===== config.mk =====
export PLATFORM = sky130hd
export DESIGN_NAME = park_round
export DESIGN_NICKNAME = d
export VERILOG_FILES = /design/src/hw/rtl/park_pkg.sv /design/src/hw/rtl/park_round.sv
export SDC_FILE = /design/constraint.sdc
export NUM_CORES = 1
export LEC_CHECK = 0
export BUFFER_PORTS_ARGS = -buffer_cell sky130_fd_sc_hd__buf_2
export CAP_MARGIN = 15
export CORE_ASPECT_RATIO = 1.4
export CORE_UTILIZATION = 41
export CTS_CLUSTER_DIAMETER = 100
export DETAILED_ROUTE_END_ITERATION = 6
export HOLD_SLACK_MARGIN = 0.08
export PLACE_DENSITY = 0.84
export SLEW_MARGIN = 10
export SYNTH_ARGS = -nofsm -noshare
export SYNTH_HDL_FRONTEND = slang
export SYNTH_SLANG_ARGS = --single-unit

===== constraint.sdc =====
create_clock -name clk_i -period 0.8 [get_ports clk_i]
set_input_delay 0.12 -clock clk_i [delete_from_list [all_inputs] [get_ports clk_i]]
set_output_delay 0.12 -clock clk_i [all_outputs]
set_load 0.01 [all_outputs]

===== src/hw/rtl/park_pkg.sv =====
// shared constants and arctangent table for the park transform rotator
package park_pkg;

  localparam int AngW  = 32;
  localparam int ZW    = 33;
  localparam int Guard = 16;

  localparam logic signed [32:0] InvGain = 33'sd2608131496;

  localparam logic [31:0] AtanTurn [32] = '{
    32'h20000000, 32'h12E4051D, 32'h09FB385B, 32'h051111D4,
    32'h028B0D43, 32'h0145D7E1, 32'h00A2F61E, 32'h00517C55,
    32'h0028BE53, 32'h00145F2F, 32'h000A2F98, 32'h000517CC,
    32'h00028BE6, 32'h000145F3, 32'h0000A2FA, 32'h0000517D,
    32'h000028BE, 32'h0000145F, 32'h00000A30, 32'h00000518,
    32'h0000028C, 32'h00000146, 32'h000000A3, 32'h00000051,
    32'h00000029, 32'h00000014, 32'h0000000A, 32'h00000005,
    32'h00000003, 32'h00000001, 32'h00000001, 32'h00000000
  };

endpackage


===== src/hw/rtl/park_round.sv =====
// round to nearest, saturate and hold the output word
module park_round
  import park_pkg::*;
#(
  parameter int DATA_WIDTH = 16,
  parameter int IW         = 34
) (
  input  logic                         clk_i,
  input  logic                         rst_ni,
  input  logic                         en_i,
  input  logic                         valid_i,
  input  logic signed [IW-1:0]         x_i,
  input  logic signed [IW-1:0]         y_i,
  output logic                         valid_o,
  output logic signed [DATA_WIDTH-1:0] d_o,
  output logic signed [DATA_WIDTH-1:0] q_o
);

  localparam logic signed [IW-1:0] Half = IW'(64'd1 << (Guard - 1));
  localparam logic signed [IW-1:0] Hi   = IW'((64'd1 << (DATA_WIDTH - 1)) - 64'd1);
  localparam logic signed [IW-1:0] Lo   = -Hi - IW'(1);

  logic signed [IW-1:0]         rx, ry;
  logic signed [DATA_WIDTH-1:0] d_d, q_d, d_q, q_q;
  logic                         valid_q;

  always_comb begin
    rx = (x_i + Half) >>> Guard;
    ry = (y_i + Half) >>> Guard;
    if (rx > Hi) begin
      d_d = DATA_WIDTH'(Hi);
    end else if (rx < Lo) begin
      d_d = DATA_WIDTH'(Lo);
    end else begin
      d_d = DATA_WIDTH'(rx);
    end
    if (ry > Hi) begin
      q_d = DATA_WIDTH'(Hi);
    end else if (ry < Lo) begin
      q_d = DATA_WIDTH'(Lo);
    end else begin
      q_d = DATA_WIDTH'(ry);
    end
  end

  always_ff @(posedge clk_i or negedge rst_ni) begin
    if (!rst_ni) begin
      valid_q <= 1'b0;
    end else if (en_i) begin
      valid_q <= valid_i;
    end
  end

  always_ff @(posedge clk_i) begin
    if (en_i) begin
      d_q <= d_d;
      q_q <= q_d;
    end
  end

  assign valid_o = valid_q;
  assign d_o     = d_q;
  assign q_o     = q_q;

endmodule


Yosys cells after proc, flatten, opt, wreduce, memory -nomap -nowiden
Index checks and enable logic that the tools add are counted.
{"block": "op_classes", "n_addsub": 2, "mul": 0, "div_mod_pow": 0, "magnitude_cmp": 4, "eq_ne": 0, "shift": 0, "n_mux": 2, "bitwise_logic": 0, "n_reduce_logical": 0}
{"cell": "$add A34 B17 Y34 const B", "n": 2}
{"cell": "$gt A18 B16 Y1 const B", "n": 2}
{"cell": "$lt A18 B16 Y1 const B", "n": 2}
{"cell": "$mux W16", "n": 2}
{"block": "word_totals", "reg_bits": 33, "latch_bits": 0, "ramBits": 0, "mem_bits_ro": 0, "output_inout_bits": 33, "n_memories": 0}

Depth between registers and ports, before layout
{"block": "depth", "ltp_word": 3, "mapped_depth": 7, "ltp_nobuf": 6}

Worst setup path after synthesis
No wires, ideal clock.
{"block": "synth_path", "path_kind": "input -> register", "from": "in x_i[15]", "to": "reg d_q[10] (netlist: d_o[10]) (data pin)", "setup_time_ns": 0.269, "arrival_ns": 1.823, "required_time_ns": 0.531, "path_slack_ns": -1.292, "stages": 7, "cell_sequence": "ha_1 -> nand3_2 -> or3_4 -> or4_4 -> a211oi_2 -> buf_6 -> o21ai_1"}
{"block": "synth_via", "elab_chain_len": 3, "elab_cells_between_ends": 4, "cone_classes": "add/sub (1); order compare (2); mux (1)"}
{"element": "from (decl)", "line": "park_round.sv:12", "rtl": "input logic signed [IW-1:0] x_i,"}
{"element": "$add A34 B17 Y34 (*)", "line": "park_round.sv:28", "rtl": "rx = (x_i + Half) >>> Guard;"}
{"element": "$lt A18 B16 Y1", "line": "park_round.sv:32", "rtl": "end else if (rx < Lo) begin"}
{"element": "$mux W16", "line": "park_round.sv:32"}
{"element": "to (signal assigned)", "line": "park_round.sv:56", "rtl": "d_q <= d_d;"}
{"element": "to (decl)", "line": "park_round.sv:24", "rtl": "logic signed [DATA_WIDTH-1:0] d_d, q_d, d_q, q_q;"}
Every way passes the cells marked *; elsewhere a longest branch is shown, timed or not.
A chain may end at the register's enable or synchronous reset.

Worst setup path after layout
{"block": "layout_path", "from": "in x_i[15]", "to": "reg d_q[4] (netlist: d_o[4]) (data pin)"}
The elaborated chain is that of the path after synthesis.

==> impl_results.md <==
* Status: complete, but fails checks
* Failing checks: negative setup slack
* HPWL Detailed at 4820 um
* Worst Max-Slew Pin Slew at 397 ps
* DRC errors left at 0
* Hold Vio Cnt, Final at 0
* Num CTS Buffers at 5
* GRT Overall Usage at 28.9%
* Cell taking the most area after synthesis: edfxtp_1
* Vias per cell at 5.46
* Top cell type's share of synthesized area at 47.2%
* Critical Path Source Type: primary input
* Mapped Nets at 267
* RSZ-0062 raised after global routing: yes
* Max-slew headroom at 73.5%
* CTS tree: done
* Tightest Hold Check Type: primary input to flop
* GRT overflow at 0
* Commonest non-fill, non-tap cells in the layout: 77 x buf_4, 64 x buf_2, 32 x edfxtp_1
* Count of final setup violators at 65
* Ports at 105
* PwrDens at 1260 mW/mm2
* Syn. warnings at 0
* Reg-to-Reg Start: valid_o
* Fin Setup TNS at -30010 ps
* Synthesized flop and latch total at 33
* Initial DRT Pass Iterations at 4
* CP Max Fanout at 8
* Pins Over Slew Limit at 0
* Leak pwr at 1.53 nW
* # rows at 30
* Final Worst Setup Slack at -924 ps
* Largest stage delay, worst path at 440 ps
* WL per Instance at 17.0 um
* Area delta synth->final at 79.8%
* Slowest cell on crit path: or4_4
* Clock buffer depth at 2
* Post-Route WL at 7220 um
* WS Path Type: primary input to flop
* Sequential area share after synthesis at 48.5%
* H-Tree Depth at 2
* Vias in the first global route at 2477
* Synth Area per Inst at 10.5 um2
* WP buf/inv at 2
* Critical Path, Cell by Cell: buf_8 -> ha_4 -> nand3_4 -> or3_4 -> or4_4 -> a211oi_4 -> buf_6 -> o21ai_1
* Root Buffer: clkbuf_8
* Chip height at 85.4 um
* Share of layout cells above drive strength 1 at 61.4%
* Fill count at 338
* Gate Count Post-Synth at 193
* Required time worst endpoint at 820 ps
* Number of library cell types mapped by synthesis at 42
* Critical Path End Type: flop
* Port bufs at 74
* VDD IR max at 0.000677 V
* Antenna Nets Post-Route at 0
* Clk Latency, worst-skew pair at 270 ps
* Worst Path Arrival at 1740 ps
* Final net count at 434
* Placer Congestion at 0.901
* Die area at 0.00525 mm2
* Starting DRC count in detailed routing at 110
* Max-cap violations at 0
* Vias at 2317
* Initial antenna violation count at 0
* Worst hold start: valid_i
* Crit-path leading delay family: simple AND/OR/NAND/NOR gates
* Worst Clk Skew at 0 ps
* Most common cell after layout, fill and taps aside: buf_4
* Largest net degree at the start of global routing at 18
* Fin crit period at 1720 ps
* Final hold slack at 87.6 ps
* Top cells by area, synth: edfxtp_1 47%, xnor2_1 7.7%, a211oi_1 5.5%, xor2_1 3.4%, nand3_1 2.7%
* Clock transition at path regs at 60 ps
* Fmax at 0.580 GHz
* Core region area at 0.00480 mm2
* Antenna diodes at 0
* Final worst path period share at 216%
* Die Width at 61.5 um
* Initial core utilization at 42.3%
* Synthesized area at 0.00203 mm2
* Num Clock Sinks at 33
* Global-route wire length before repair at 10900 um
* Worst setup startpoint: x_i[15]
state kept, by name (all words and copies together), names as in the netlist:
name,cells
q_o,16
d_o,16
valid_o,1
where the power goes:
group / switching [mW] / internal (mW)
Clock: 0.535 / 0.585
Combinational: 0.685 / 0.676
Sequential: 0.0406 / 2.10
Total: 1.26 / 3.36
Yosys cell counts, drive strengths merged:
| master | n |
|---|---|
| a31oi | 3 |
| nand2 | 14 |
| or2 | 3 |
| nand3 | 13 |
| nor3 | 7 |
| o31a | 1 |
| xor2 | 8 |
| a211oi | 16 |
| edfxtp | 32 |
| inv | 8 |
| a21oi | 9 |
| or4 | 1 |
| a211o | 1 |
| nand4 | 7 |
| a32o | 1 |
| and2 | 1 |
| or3 | 3 |
| mux2 | 1 |
| nor2 | 8 |
| a21o | 1 |
| clkbuf | 1 |
| nor4 | 4 |
| o21a | 1 |
| and4 | 3 |
| ha | 2 |
| o21ai | 10 |
| dfrtp | 1 |
| o31ai | 2 |
| nor4bb | 1 |
| buf | 3 |
| mux2i | 1 |
| xnor2 | 18 |
| a31o | 1 |
| and3 | 7 |
logic make-up (layout without fill, tap and decap cells):
logic type / after synthesis / in the layout / share of synthesized area, %
compound gates: 46 / 46 / 15.2
buf+inv: 12 / 179 / 2.71
mux: 2 / 2 / 1.05
simple gates: 72 / 72 / 20.2
xor+xnor: 26 / 26 / 11.2
fa+ha+maj: 2 / 2 / 1.23
flops: 33 / 33 / 48.5
timing repair:
action | 4_1_cts | 5_1_grt
setup buffers | 11 | 3
hold endpoints to repair | 2 | 0
pin swaps | 19 | 11
setup endpoints to repair | 65 | 65
hold buffers | 1 | 0
gates resized for setup | 34 | 23
cloned | 1 | 0
per-stage QoR:
stage	setup slack (ps)	utilization, %	instances	power [mW]	area, um2
finish	-924	76.1	424	4.62	3660
global placement	-1230	68.3	406	3.31	3280
CTS	-943	74.8	424	4.60	3590
global route	-953	76.1	424	4.82	3660
floorplan	-1130	-	193	2.64	2240
detailed placement	-1290	68.3	406	3.35	3280
path summary, 6_finish.rpt:
| path | end | slack (ps) | depth (start not counted) |
|---|---|---|---|
| min | valid_o | 90 | 2 |
| max in group asynchronous | valid_o | 570 | 2 |
| max | d_o[4] | -920 | 8 |
| min in group asynchronous | valid_o | 150 | 2 |
| max reg2reg | valid_o | 40 | 1 |
| min reg2reg | valid_o | 540 | 1 |
layout make-up:
cell class / instances / area (um2) / share of cell area [%]
tap: 64 / 80.1 / 2.19
multi-input combinational: 148 / 1300 / 35.5
clock buffer: 6 / 72.6 / 1.98
inverter: 8 / 30.0 / 0.821
timing repair buffer: 164 / 1180 / 32.4
clock inverter: 1 / 3.75 / 0.103
sequential: 33 / 986 / 27.0
routing by layer:
metal  vias to the layer above  part of all wire [%]  GRT usage [%]
li1                       1076                     -              -
met1                      1111                    32           26.4
met2                       106                    59           53.7
met3                        24                   5.4           6.71
met4                         0                   3.9           17.6
met5                         -                     0              0
Power figures use the tool's default switching activity.
