===== src/hw/rtl/park_pkg.sv =====
// shared constants and arctangent table for the park transform rotator
package park_pkg;

  localparam int AngW  = 32;
  localparam int ZW    = 33;
  localparam int Guard = 16;

  localparam logic signed [32:0] InvGain = 33'sd2608131496;

  localparam logic [31:0] AtanTurn [32] = '{
    32'h20000000, 32'h12E4051D, 32'h09FB385B, 32'h051111D4,
    32'h028B0D43, 32'h0145D7E1, 32'h00A2F61E, 32'h00517C55,
    32'h0028BE53, 32'h00145F2F, 32'h000A2F98, 32'h000517CC,
    32'h00028BE6, 32'h000145F3, 32'h0000A2FA, 32'h0000517D,
    32'h000028BE, 32'h0000145F, 32'h00000A30, 32'h00000518,
    32'h0000028C, 32'h00000146, 32'h000000A3, 32'h00000051,
    32'h00000029, 32'h00000014, 32'h0000000A, 32'h00000005,
    32'h00000003, 32'h00000001, 32'h00000001, 32'h00000000
  };

endpackage


===== src/hw/rtl/park_cordic_stage.sv =====
// one registered cordic micro-rotation
module park_cordic_stage
  import park_pkg::*;
#(
  parameter int IW    = 34,
  parameter int STAGE = 0
) (
  input  logic                 clk_i,
  input  logic                 rst_ni,
  input  logic                 en_i,
  input  logic                 valid_i,
  input  logic signed [IW-1:0] x_i,
  input  logic signed [IW-1:0] y_i,
  input  logic signed [ZW-1:0] z_i,
  output logic                 valid_o,
  output logic signed [IW-1:0] x_o,
  output logic signed [IW-1:0] y_o,
  output logic signed [ZW-1:0] z_o
);

  localparam logic signed [ZW-1:0] Atan = ZW'(AtanTurn[STAGE]);

  logic signed [IW-1:0] dx, dy, x_d, y_d, x_q, y_q;
  logic signed [ZW-1:0] z_d, z_q;
  logic                 valid_q;

  always_comb begin
    dx = y_i >>> STAGE;
    dy = x_i >>> STAGE;
    if (!z_i[ZW-1]) begin
      x_d = x_i - dx;
      y_d = y_i + dy;
      z_d = z_i - Atan;
    end else begin
      x_d = x_i + dx;
      y_d = y_i - dy;
      z_d = z_i + Atan;
    end
  end

  always_ff @(posedge clk_i or negedge rst_ni) begin
    if (!rst_ni) begin
      valid_q <= 1'b0;
    end else if (en_i) begin
      valid_q <= valid_i;
    end
  end

  always_ff @(posedge clk_i) begin
    if (en_i) begin
      x_q <= x_d;
      y_q <= y_d;
      z_q <= z_d;
    end
  end

  assign valid_o = valid_q;
  assign x_o     = x_q;
  assign y_o     = y_q;
  assign z_o     = z_q;

endmodule


===== config.mk =====
export PLATFORM = sky130hd
export DESIGN_NAME = park_cordic_stage
export DESIGN_NICKNAME = d
export VERILOG_FILES = /design/src/hw/rtl/park_pkg.sv /design/src/hw/rtl/park_cordic_stage.sv
export SDC_FILE = /design/constraint.sdc
export NUM_CORES = 1
export LEC_CHECK = 0
export BUFFER_PORTS_ARGS = -buffer_cell sky130_fd_sc_hd__buf_2
export CORE_ASPECT_RATIO = 0.8
export CORE_MARGIN = 2
export CORE_UTILIZATION = 40
export CTS_CLUSTER_DIAMETER = 150
export CTS_CLUSTER_SIZE = 12
export DETAILED_ROUTE_END_ITERATION = 12
export PLACE_DENSITY = 0.63
export RECOVER_POWER = 50
export SLEW_MARGIN = 30
export SYNTH_ARGS = -nofsm -noshare
export SYNTH_HDL_FRONTEND = slang
export SYNTH_SLANG_ARGS = --single-unit

===== constraint.sdc =====
create_clock -name clk_i -period 1.48 [get_ports clk_i]
set_input_delay 0.074 -clock clk_i [delete_from_list [all_inputs] [get_ports clk_i]]
set_output_delay 0.074 -clock clk_i [all_outputs]
set_load 0.05 [all_outputs]

### Yosys cells after proc, flatten, opt, wreduce, memory -nomap -nowiden

Index checks and enable logic that the tools add are counted.

* bits in writable memories: 0
* bits in latches: 0
* bits in read-only memories: 0
* register bits: 102
* input bits: 105
* memories: 0
* logic and storage cells: 12

* bitwise operators: 0
* $add $sub $neg: 5
* reductions and logical operators: 0
* shift-type cells: 0
* order comparisons: 0
* $mul: 0
* div/mod/pow operators: 0
* equal/unequal tests: 0
* muxes and demuxes: 3

Operators with widths (count)
* 34-bit two-way mux: 2
* 34-bit subtractor: 2
* 34-bit adder: 1
* 33-bit by 31-bit adder with 33-bit output, second input constant: 1
* 33-bit two-way mux: 1
* 33-bit by 31-bit subtractor with 33-bit output, second input constant: 1

### Longest topological paths before layout

* depth in word-level cells: 2
* depth in mapped cells: 11
* depth with buffers taken out: 11

### Worst setup path before layout

OpenSTA, ideal clock, no wires.

* path type: input-to-reg
* start: input y_i[0]
* end: register y_q[28], in the netlist y_o[28], data pin
* library setup time: 0.268 ns
* cell stages on the path: 11
* data arrival time: 2.046 ns
* path slack: -0.834 ns
* required time: 1.212 ns
* cells stage by stage: inv_1 ha_1 fa_1 nor2b_1 o211ai_1 a21o_1 a2111oi_4 nor3b_1 o311ai_0 o21ai_0 xnor2_1

* word-level cells in the longest chain between the ends: 2

Ends and longest elaborated chain
* from (decl): line park_cordic_stage.sv:13 `input logic signed [IW-1:0] y_i,`
* 34-bit adder or 34-bit subtractor (tied branches): line park_cordic_stage.sv:32, park_cordic_stage.sv:36
* 34-bit two-way mux *: line park_cordic_stage.sv:30 `if (!z_i[ZW-1]) begin`
* named net y_d[28]: line park_cordic_stage.sv:23 `logic signed [IW-1:0] dx, dy, x_d, y_d, x_q, y_q;`
* to (signal assigned): line park_cordic_stage.sv:52 `y_q <= y_d;`
* to (decl): line park_cordic_stage.sv:23

The timed path passes the listed nets; every way through them passes the cells marked *.
A chain may end at the register's enable or synchronous reset.

### Final worst setup path

* start: input x_i[0]
* end: register y_q[28], in the netlist y_o[28], data pin

* word-level cells in the longest chain between the ends: 2

Ends and longest elaborated chain
* from (decl): line park_cordic_stage.sv:12 `input logic signed [IW-1:0] x_i,`
* 34-bit adder or 34-bit subtractor (tied branches): line park_cordic_stage.sv:32, park_cordic_stage.sv:36
* 34-bit two-way mux *: line park_cordic_stage.sv:30
* named net y_d[28]: line park_cordic_stage.sv:23

Marked as above.

==> flow_summary.json <==
{
  "fraction_of_final_layout_cells_with_drive_strength_greater_than_1_pct": 55.9,
  "violations": "negative setup slack",
  "fin_hold_ws_ns": 0.0276,
  "detailroute.via_count": 11000,
  "placement_rows": 49,
  "post_synth_num_cell_types": 84,
  "finish.net_count": 1905,
  "power.leakage_nw": 7.42,
  "place_inst": 1878,
  "design.portCount": 207,
  "synth_enable_flop_cells": 100,
  "wl_per_cell_um": 20.4,
  "max-vdd-ir-drop_mv": 0.609,
  "final_max_slew_viol_count": 0,
  "floorplan.die.width_um": 174,
  "layout_commonest_cell": "buf_4",
  "instances_no_fill": 2005,
  "top_library_cells_by_usage_in_the_layout_fill_and_taps_aside": "buf_4 (394), buf_2 (181), edfxtp_1 (100)",
  "first_iter_violations": 1008,
  "synth-warning-count": 0,
  "path_class": "input port to flop",
  "initial_core_util_pct": 41.0,
  "global_route.overflow_total": 0,
  "r2r.worst_path.cells": 1,
  "synth-seq-area-share_pct": 32.8,
  "gpl.final_weighted_congestion": 0.988,
  "ctsHtreeMaxLevel": 3,
  "die_area_mm2": 0.0243,
  "io_buffers": 206,
  "timing.final.hold_violations": 0,
  "hp-class": "input port to asynchronous set/reset pin",
  "fill_cells": 1605,
  "final_antenna_net_count": 0,
  "clockRootBuffer": "clkbuf_16",
  "clock_path_buffers": 2,
  "report.final.setup_viol": 56,
  "layout.area.seq_mm2": 0.00303,
  "dpl.hpwl_mm": 30.4,
  "grt_first_pass_wirelength_mm": 59.8,
  "async_flop_share_pct": 0.990,
  "tritoncts.num_buffers": 9,
  "worst_slew_margin_rel_pct": 15.7,
  "area_of_the_core_mm2": 0.0226,
  "post-route-drc-count": 0,
  "crit_path_slowest_cell": "a2111oi_4",
  "synth_top_flop_cell": "edfxtp_1",
  "timing.critical_path.cells": "buf_12 -> ha_4 -> fa_2 -> nor2b_2 -> o211ai_1 -> a21o_1 -> a2111oi_4 -> nor3b_4 -> o311ai_1 -> o21ai_1 -> xnor2_1",
  "clk-insertion-delay-late_ns": 0.36,
  "synth.cell_area_mm2": 0.00924,
  "die_y_um": 140,
  "final_period_minus_worst_setup_slack_ns": 2.20,
  "antenna_found_initial": 0,
  "critical_path_fanout_max": 3,
  "rr_endpoint": "valid_o",
  "setup.worst_path.start_class": "input port",
  "arrival_ns": 2.31,
  "r2r-start": "valid_o",
  "syn_area_per_cell_um2": 8.94,
  "maximum_clock_frequency_ghz": 0.454,
  "grt_util_all_layers_pct": 31.8,
  "pwr_density_cell_mw_per_mm2": 843,
  "timing.max_cap.violations": 0,
  "routed_wirelength_mm": 41.0,
  "postSynthNetCount": 1245,
  "timing.final.crit_share_pct": 149,
  "grt_pass1_vias": 10500,
  "worst_pin_slew_ns": 1.27,
  "diode_count": 0,
  "flow.area_growth_from_synthesis_pct": 80.6,
  "synth_seq_cells": 101,
  "combined_area_of_the_multi_input_logic_cells_mm2": 0.00723,
  "postLayoutSetupSlackWorst_ns": -0.722,
  "number_of_sinks_driven_by_the_clock_tree": 101,
  "endpoint_kind": "flop",
  "cp.required_ns": 1.59,
  "r2r_slack_ns": 0.74,
  "worst_clock_skew_ns": 0,
  "clk_pin_slew_ns": 0.08,
  "cts_tree": "yes",
  "grt_setup_unrepaired": "true",
  "grt_max_degree": 48,
  "avgViaCountPerCell": 5.49,
  "outcome": "finished with violations",
  "first_pass_iteration_count_of_the_detailed_router": 5,
  "syn_inst": 1034,
  "critPathMaxStageDelay_ns": 0.42
}
-- kinds of logic after synthesis --
logic type      share of synthesized area, %
compound gates                          26.0
xor+xnor                                6.16
fa+ha+maj                               14.7
buf+inv                                 6.67
mux                                    0.988
flops                                   32.8
simple gates                            12.8
-- stage by stage --
step / TNS [ns] / utilization (%) / power [mW] / worst slack, ns / area (µm²)
after floorplan: -24.24 / - / 7.60 / -0.739 / 9780
after global placement: -54.97 / 61.2 / 10.2 / -1.20 / 13800
after detailed placement: -55.96 / 61.2 / 10.2 / -1.21 / 13800
after CTS: -25.83 / 70.5 / 13.4 / -0.636 / 15900
after global routing: -32.00 / 74.0 / 14.6 / -0.777 / 16700
final: -28.93 / 74.0 / 14.1 / -0.722 / 16700
-- report_power, final --
| group | switching, mW | leakage (nW) | internal, mW |
|---|---|---|---|
| logic | 4.58 | 6.29 | 3.19 |
| registers | 0.145 | 0.990 | 3.69 |
| clock network | 1.28 | 0.142 | 1.19 |
| total | 6.01 | 7.42 | 8.07 |
-- synthesized netlist by cell type (16+ instances only) --
master      n  area (µm²)
nor2_1     86         323
nand4_1    16         100
xnor2_1    59         517
nand2_1    52         195
a21o_1     21         158
edfxtp_1  100        3000
o211ai_1   21         158
o21bai_1   21         158
clkbuf_1   24        90.1
nand3_1    24         120
ha_1      102        1280
nor3_1     19        95.1
o21ai_0    81         405
a21oi_1    99         495
inv_1     100         375
-- registers in the layout, indices dropped and copies added (netlist names) --
signal	cells
x_o	34
y_o	33
z_o	33
valid_o	1
-- critical path: cells and delay by family --
family,cells,cell delay (ns)
adders and majority gates,2,0.51
AOI/OAI and AO/OA,5,1.24
xor gates and xnor gates,1,0.14
buffers and inverters,1,0.12
and+or+nand+nor,2,0.22
-- repair_timing --
item                                    4_1_cts  5_1_grt
setup buffers                                58       37
gates resized for setup                     249      138
pin swaps                                   134      127
hold endpoints to repair                     32        0
hold buffers                                 32        0
cloned                                        1        0
endpoints found under the setup margin       57       57
-- layout make-up --
cell class | count | area share, %
clock buffer | 9 | 1.35
clock inverter | 7 | 0.382
inverter | 102 | 2.86
multi-input combinational | 784 | 43.3
sequential | 101 | 18.1
tap | 306 | 2.29
timing repair buffer | 696 | 31.7
-- worst max-delay path by stage --
stage	from	to	slack [ns]	cells after the start
finish	x_i[0]	y_o[28]	-0.72	11
global placement	y_i[0]	y_o[14]	-1.20	12
CTS	x_i[9]	y_o[28]	-0.64	11
floorplan	y_i[0]	y_o[28]	-0.74	11
detailed placement	x_i[4]	y_o[29]	-1.21	13
global route	x_i[0]	y_o[28]	-0.78	11
-- layer usage --
| layer | wire length [µm] | share of wire (%) | up-vias | GRT usage, % |
|---|---|---|---|---|
| met5 | 0 | 0 | - | 0 |
| met4 | 765 | 1.9 | 0 | 5.40 |
| met3 | 3790 | 9.3 | 71 | 5.18 |
| met2 | 17800 | 43 | 555 | 48.6 |
| met1 | 18600 | 45 | 5300 | 47.8 |
| li1 | - | - | 5080 | - |
(Power assumes the default switching activity.)
