File: src/hw/rtl/park_pkg.sv
// shared constants and arctangent table for the park transform rotator
package park_pkg;

  localparam int AngW  = 32;
  localparam int ZW    = 33;
  localparam int Guard = 16;

  localparam logic signed [32:0] InvGain = 33'sd2608131496;

  localparam logic [31:0] AtanTurn [32] = '{
    32'h20000000, 32'h12E4051D, 32'h09FB385B, 32'h051111D4,
    32'h028B0D43, 32'h0145D7E1, 32'h00A2F61E, 32'h00517C55,
    32'h0028BE53, 32'h00145F2F, 32'h000A2F98, 32'h000517CC,
    32'h00028BE6, 32'h000145F3, 32'h0000A2FA, 32'h0000517D,
    32'h000028BE, 32'h0000145F, 32'h00000A30, 32'h00000518,
    32'h0000028C, 32'h00000146, 32'h000000A3, 32'h00000051,
    32'h00000029, 32'h00000014, 32'h0000000A, 32'h00000005,
    32'h00000003, 32'h00000001, 32'h00000001, 32'h00000000
  };

endpackage

File: src/hw/rtl/park_prerot.sv
// gain pre-scaling and quarter-turn pre-rotation, two register stages
module park_prerot
  import park_pkg::*;
#(
  parameter int DATA_WIDTH  = 16,
  parameter int ANGLE_WIDTH = 16,
  parameter int IW          = 34
) (
  input  logic                          clk_i,
  input  logic                          rst_ni,
  input  logic                          en_i,
  input  logic                          valid_i,
  input  logic signed [DATA_WIDTH-1:0]  alpha_i,
  input  logic signed [DATA_WIDTH-1:0]  beta_i,
  input  logic        [ANGLE_WIDTH-1:0] angle_i,
  output logic                          valid_a_o,
  output logic                          valid_o,
  output logic signed [IW-1:0]          x_o,
  output logic signed [IW-1:0]          y_o,
  output logic signed [ZW-1:0]          z_o
);

  localparam int PW = DATA_WIDTH + 33;
  localparam int SW = PW - Guard;

  localparam logic [1:0] QuadZero  = 2'd0;
  localparam logic [1:0] QuadOne   = 2'd1;
  localparam logic [1:0] QuadTwo   = 2'd2;
  localparam logic [1:0] QuadThree = 2'd3;

  logic signed [PW-1:0] prod_x_d, prod_x_q, prod_y_d, prod_y_q;
  logic        [31:0]   theta, phi, rem;
  logic        [1:0]    quad_d, quad_q;
  logic signed [ZW-1:0] z_a_d, z_a_q;
  logic                 valid_a_q, valid_b_q;
  logic signed [IW-1:0] xs, ys, x_d, y_d, x_q, y_q;
  logic signed [ZW-1:0] z_b_q;

  always_comb begin
    prod_x_d = PW'(alpha_i) * PW'(InvGain);
    prod_y_d = PW'(beta_i) * PW'(InvGain);
    theta    = 32'(angle_i) << (AngW - ANGLE_WIDTH);
    phi      = 32'd0 - theta;
    quad_d   = 2'((phi + 32'h2000_0000) >> 30);
    rem      = phi - {quad_d, 30'd0};
    z_a_d    = ZW'($signed(rem));
  end

  always_comb begin
    xs = IW'($signed(prod_x_q[PW-1:Guard]));
    ys = IW'($signed(prod_y_q[PW-1:Guard]));
    case (quad_q)
      QuadOne: begin
        x_d = -ys;
        y_d = xs;
      end
      QuadTwo: begin
        x_d = -xs;
        y_d = -ys;
      end
      QuadThree: begin
        x_d = ys;
        y_d = -xs;
      end
      QuadZero: begin
        x_d = xs;
        y_d = ys;
      end
      default: begin
        x_d = xs;
        y_d = ys;
      end
    endcase
  end

  always_ff @(posedge clk_i or negedge rst_ni) begin
    if (!rst_ni) begin
      valid_a_q <= 1'b0;
      valid_b_q <= 1'b0;
    end else if (en_i) begin
      valid_a_q <= valid_i;
      valid_b_q <= valid_a_q;
    end
  end

  always_ff @(posedge clk_i) begin
    if (en_i) begin
      prod_x_q <= prod_x_d;
      prod_y_q <= prod_y_d;
      quad_q   <= quad_d;
      z_a_q    <= z_a_d;
      x_q      <= x_d;
      y_q      <= y_d;
      z_b_q    <= z_a_q;
    end
  end

  assign valid_a_o = valid_a_q;
  assign valid_o   = valid_b_q;
  assign x_o       = x_q;
  assign y_o       = y_q;
  assign z_o       = z_b_q;

endmodule

File: config.mk
export PLATFORM = sky130hd
export DESIGN_NAME = park_prerot
export DESIGN_NICKNAME = d
export VERILOG_FILES = /design/src/hw/rtl/park_pkg.sv /design/src/hw/rtl/park_prerot.sv
export SDC_FILE = /design/constraint.sdc
export NUM_CORES = 1
export LEC_CHECK = 0
export CAP_MARGIN = 30
export CORE_UTILIZATION = 51
export DETAILED_ROUTE_END_ITERATION = 16
export DONT_BUFFER_PORTS = 1
export PLACE_DENSITY = 0.66
export SYNTH_ARGS = -nofsm -noshare
export SYNTH_HDL_FRONTEND = slang
export SYNTH_SLANG_ARGS = --single-unit
File: constraint.sdc
create_clock -name clk_i -period 4.3 [get_ports clk_i]
set_input_delay 0.645 -clock clk_i [delete_from_list [all_inputs] [get_ports clk_i]]
set_output_delay 0.645 -clock clk_i [all_outputs]
set_load 0.02 [all_outputs]
# After elaboration in Yosys (flattened, before gate mapping)

Index checks and enable logic that the tools add are counted.

Bits in registers: 228
Output and inout bits: 103

Reduce and logical (&&, ||, !) cells: 1
Multiply operators: 2
Add/subtract/negate cells: 5
Mux-type cells: 2
Equality and inequality tests: 3

Operators by type and width:

| kind                   | number |
|---|---|
| $pmux 34 s4            | 2 |
| $mul 16x30->46 const B | 2 |
| $neg 33->34            | 2 |
| $add 32x30->32 const B | 1 |
| $sub 1x32->32 const A  | 1 |
| $sub 32x32->32         | 1 |
| $eq 2x2->1 const B     | 2 |
| $eq 2x1->1 const B     | 1 |
| $logic_not 2->1        | 1 |

# Depth between registers and ports, before layout

Word-level depth: 3
Depth in mapped cells: 22
Mapped depth without buffers: 22

# Worst setup path after synthesis

OpenSTA, ideal clock, no wires.

Path kind: input -> register
Start: input port alpha_i[13]
End: register prod_x_q[47], data pin
Library setup time: 0.258 ns
Required time: 4.042 ns
Stages on the path: 20
Slack: -2.011 ns
Arrival: 6.054 ns
Cells stage by stage: fa_1 fa_1 inv_1 fa_1 inv_1 fa_1 fa_1 inv_1 fa_1 inv_1 ha_1 a21oi_1 o21ai_0 a221o_1 a21oi_1 o211ai_1 a21oi_1 o311ai_0 a21oi_1 xnor2_1

Longest elaborated chain between the ends: 1

Ends and longest elaborated chain:

| what                   | line              | RTL |
|---|---|---|
| start: declaration     | park_prerot.sv:13 | `input logic signed [DATA_WIDTH-1:0] alpha_i,` |
| $mul 16x30->46         | park_prerot.sv:40 | `prod_x_d = PW'(alpha_i) * PW'(InvGain);` |
| net prod_x_d[47]       | park_prerot.sv:31 | `logic signed [PW-1:0] prod_x_d, prod_x_q, prod_y_d, prod_y_q;` |
| end signal: assignment | park_prerot.sv:88 | `prod_x_q <= prod_x_d;` |
| end: declaration       | park_prerot.sv:31 |  |

The timed path passes the listed nets, and every way through them passes these cells.
A chain may end at the register's enable or synchronous reset.

# Worst setup path after layout

Start: input port beta_i[4]
End: register prod_y_q[42], data pin

Longest elaborated chain between the ends: 1

Ends and longest elaborated chain:

| what                   | line              | RTL |
|---|---|---|
| start: declaration     | park_prerot.sv:14 | `input logic signed [DATA_WIDTH-1:0] beta_i,` |
| $mul 16x30->46         | park_prerot.sv:41 | `prod_y_d = PW'(beta_i) * PW'(InvGain);` |
| net prod_y_d[42]       | park_prerot.sv:31 |  |
| end signal: assignment | park_prerot.sv:89 | `prod_y_q <= prod_y_d;` |
| end: declaration       | park_prerot.sv:31 |  |

The timed path passes the listed nets, and every way through them passes these cells.

==> results.tsv <==
metric	value	unit
FMAX	0.1743	GHz
Layout Cell Area excl Fill	29030	sq um
wl on met1	28.85	mm
Setup crit start	beta_i[4]	
I/O pins	155	
CTS tree	yes	
Critical Path Sink Type	register	
Ys Warns	0	
antenna-violating nets left	0	
ys async rst share	0.01176	
drt initial violations	1142	
DR WL met2	27.93	mm
setup total negative slack	-64.93	ns
Slew @ Worst Pin	0.8575	ns
final hold vios	0	
r2r setup slk	0.74	ns
placed insts	3218	
Worst Path Required	4.50	ns
Row Count	78	
RSZ-0062 raised after global routing	true	
GPL Wtd Cong	0.9996	
EDFF count, synth	168	
clock transition at the registers of the reported paths	0.07	ns
Arr. time, crit path	5.94	ns
hold depth	0	
Layout area overhead	21.77	%
Setup WS pre-CTS	-1.931	ns
Critical Path End	prod_y_q[42]$_DFFE_PP_	
R2R cell count	11	
reg2reg end	y_o[30]$_DFFE_PP_	
die area	47600	sq um
most common cell after layout, fill and taps aside	inv_1	
Mean Syn Cell Area	10.34	sq um
PortBufs	0	
Die Ht	218.2	um
core area	45770	sq um
final cell count without fillers	3276	
Distinct cells, synth	65	
drt first pass iters	5	
Routed WL per cell	19.15	um
fin. max-slew vios	0	
Cells after Synth	2305	
Root Driver	clkbuf_16	
RR Startpoint	prod_x_q[16]$_DFFE_PP_	
outcome	finished, violations left	
Initial Util	0.5207	
vias in the first global route	18440	
gr ovfl total	0	
clk_lat worst skew	0.44	ns
GRT Total Usage	0.2797	
pin count of the biggest net entering global routing	171	
critical path peak fanout	6	
failing checks	setup timing	
htree depth	4	
register area share after synthesis	0.2138	
die width	218.2	um
clock buffer depth	2	
Final nets	3395	
DR top layer	met4	
Cell Area, Synth	23840	sq um
Period minus WS final	5.738	ns
Setup CP Type	primary input to register	
initial antenna violation count	1	
CTS Sinks	170	
Main synth FF type	edfxtp_1	
setup ws final	-1.438	ns
final setup violation count	65	
Tcrit/Tclk final	1.334	
drt drc	0	
total CTS buffers	17	
Slew headroom	0.4231	
max_cap viols	0	
met3 wire length	5.151	mm
via/cell ratio	5.256	
routed vias	17220	
leading cell types in the layout, fill and taps excluded	inv_1 (534), buf_4 (347), fa_1 (328), ha_1 (295), edfxtp_1 (168)	
synthesized flop and latch total	170	
clk_skew	0.009603	ns
first-pass GRT wire length	100.3	mm
Placed Area	27630	sq um
fraction of layout cells with a size suffix above 1	0.2277	
Total Routed Length	62.74	mm
hold crit path type	primary input to register	
Detailed Place HPWL	54.00	mm
nature of the critical path startpoint	primary input	
[repair_timing]
action	in CTS	in global routing
hold endpoints to repair	2	0
pin swaps	75	69
endpoints found under the setup margin	66	66
resized for setup	98	55
buffers inserted	19	12
hold buffers	1	0
[through the flow]
stage                       util  hold slack (ns)
final                     0.6341           0.2970
after floorplan                -           0.3494
after global placement    0.6037           0.3495
after detailed placement  0.6037           0.3495
after global routing      0.6340           0.2735
after CTS                 0.6303           0.2725
[synthesized netlist by cell type (13+ instances only)]
library cell	count	area [sq um]
nand3_1	18	90.09
nand2b_1	18	112.6
o21ai_0	66	330.3
edfxtp_1	168	5045
nor3_1	26	130.1
inv_1	564	2117
xnor2_1	113	989.7
buf_4	17	127.6
a21o_1	40	300.3
a21oi_1	102	510.5
nand4_1	13	81.33
nor2_1	113	424.2
fa_1	350	7007
clkbuf_1	25	93.84
xor2_1	56	490.5
nand2_1	94	352.8
ha_1	332	4154
a31oi_1	17	106.4
[metal layers]
metal  vias to the layer above  GRT usage
met3                        45    0.07836
li1                       8108          -
met5                         -          0
met4                         0    0.04476
met1                      8600     0.3955
met2                       467     0.4339
[worst max-delay path, cell delays in order]
cell and delay (ns):
fa_1 0.55, inv_1 0.06, fa_1 0.49, inv_2 0.04, fa_1 0.47, fa_1 0.53
inv_1 0.06, fa_1 0.47, inv_1 0.05, fa_1 0.48, ha_4 0.29, a21o_1 0.17
a21oi_2 0.18, a31oi_2 0.13, a221o_1 0.41, a211oi_4 0.36, nor2_2 0.10, o21a_1 0.19
o311a_1 0.27
[flip-flops by register name, summed over array words and instances (netlist names)]
| name | cells |
|---|---|
| x_o | 34 |
| y_o | 34 |
| prod_x_q | 33 |
| prod_y_q | 33 |
| z_a_q | 16 |
| z_o | 16 |
| quad_q | 2 |
| valid_a_o | 1 |
| valid_o | 1 |
[final cells by class]
type | instances | area [sq um]
Multi-Input combinational cell | 1535 | 17550
Fill cell | 3681 | 16750
Sequential cell | 170 | 5095
Timing Repair Buffer | 373 | 2914
Inverter | 564 | 2126
Tap cell | 600 | 750.7
Clock buffer | 18 | 429.2
Clock inverter | 14 | 160.2
Antenna cell | 2 | 5.005
[worst min path at each step]
stage	from	end	slack [ns]
2_1_floorplan	rst_ni	valid_a_o$_DFFE_PN0P_	0.35
3_3_place_gp	rst_ni	valid_a_o$_DFFE_PN0P_	0.35
3_5_place_dp	rst_ni	valid_a_o$_DFFE_PN0P_	0.35
4_1_cts	angle_i[0]	z_a_q[16]$_DFFE_PP_	0.27
5_1_grt	angle_i[0]	z_a_q[16]$_DFFE_PP_	0.27
6_report	angle_i[0]	z_a_q[16]$_DFFE_PP_	0.30
[cell families after synthesis]
group,Yosys count,synth area share
fa+ha+maj,682,0.4682
flops,170,0.2138
other cells,1,0.0001573
xor+xnor,169,0.06210
compound gates,307,0.08005
simple gates,353,0.07155
buf+inv,615,0.09958
mux,8,0.004567
Power is left out: the tool's default activity adds up to more than one toggle a clock period on the data nets, which glitch-free logic cannot reach.
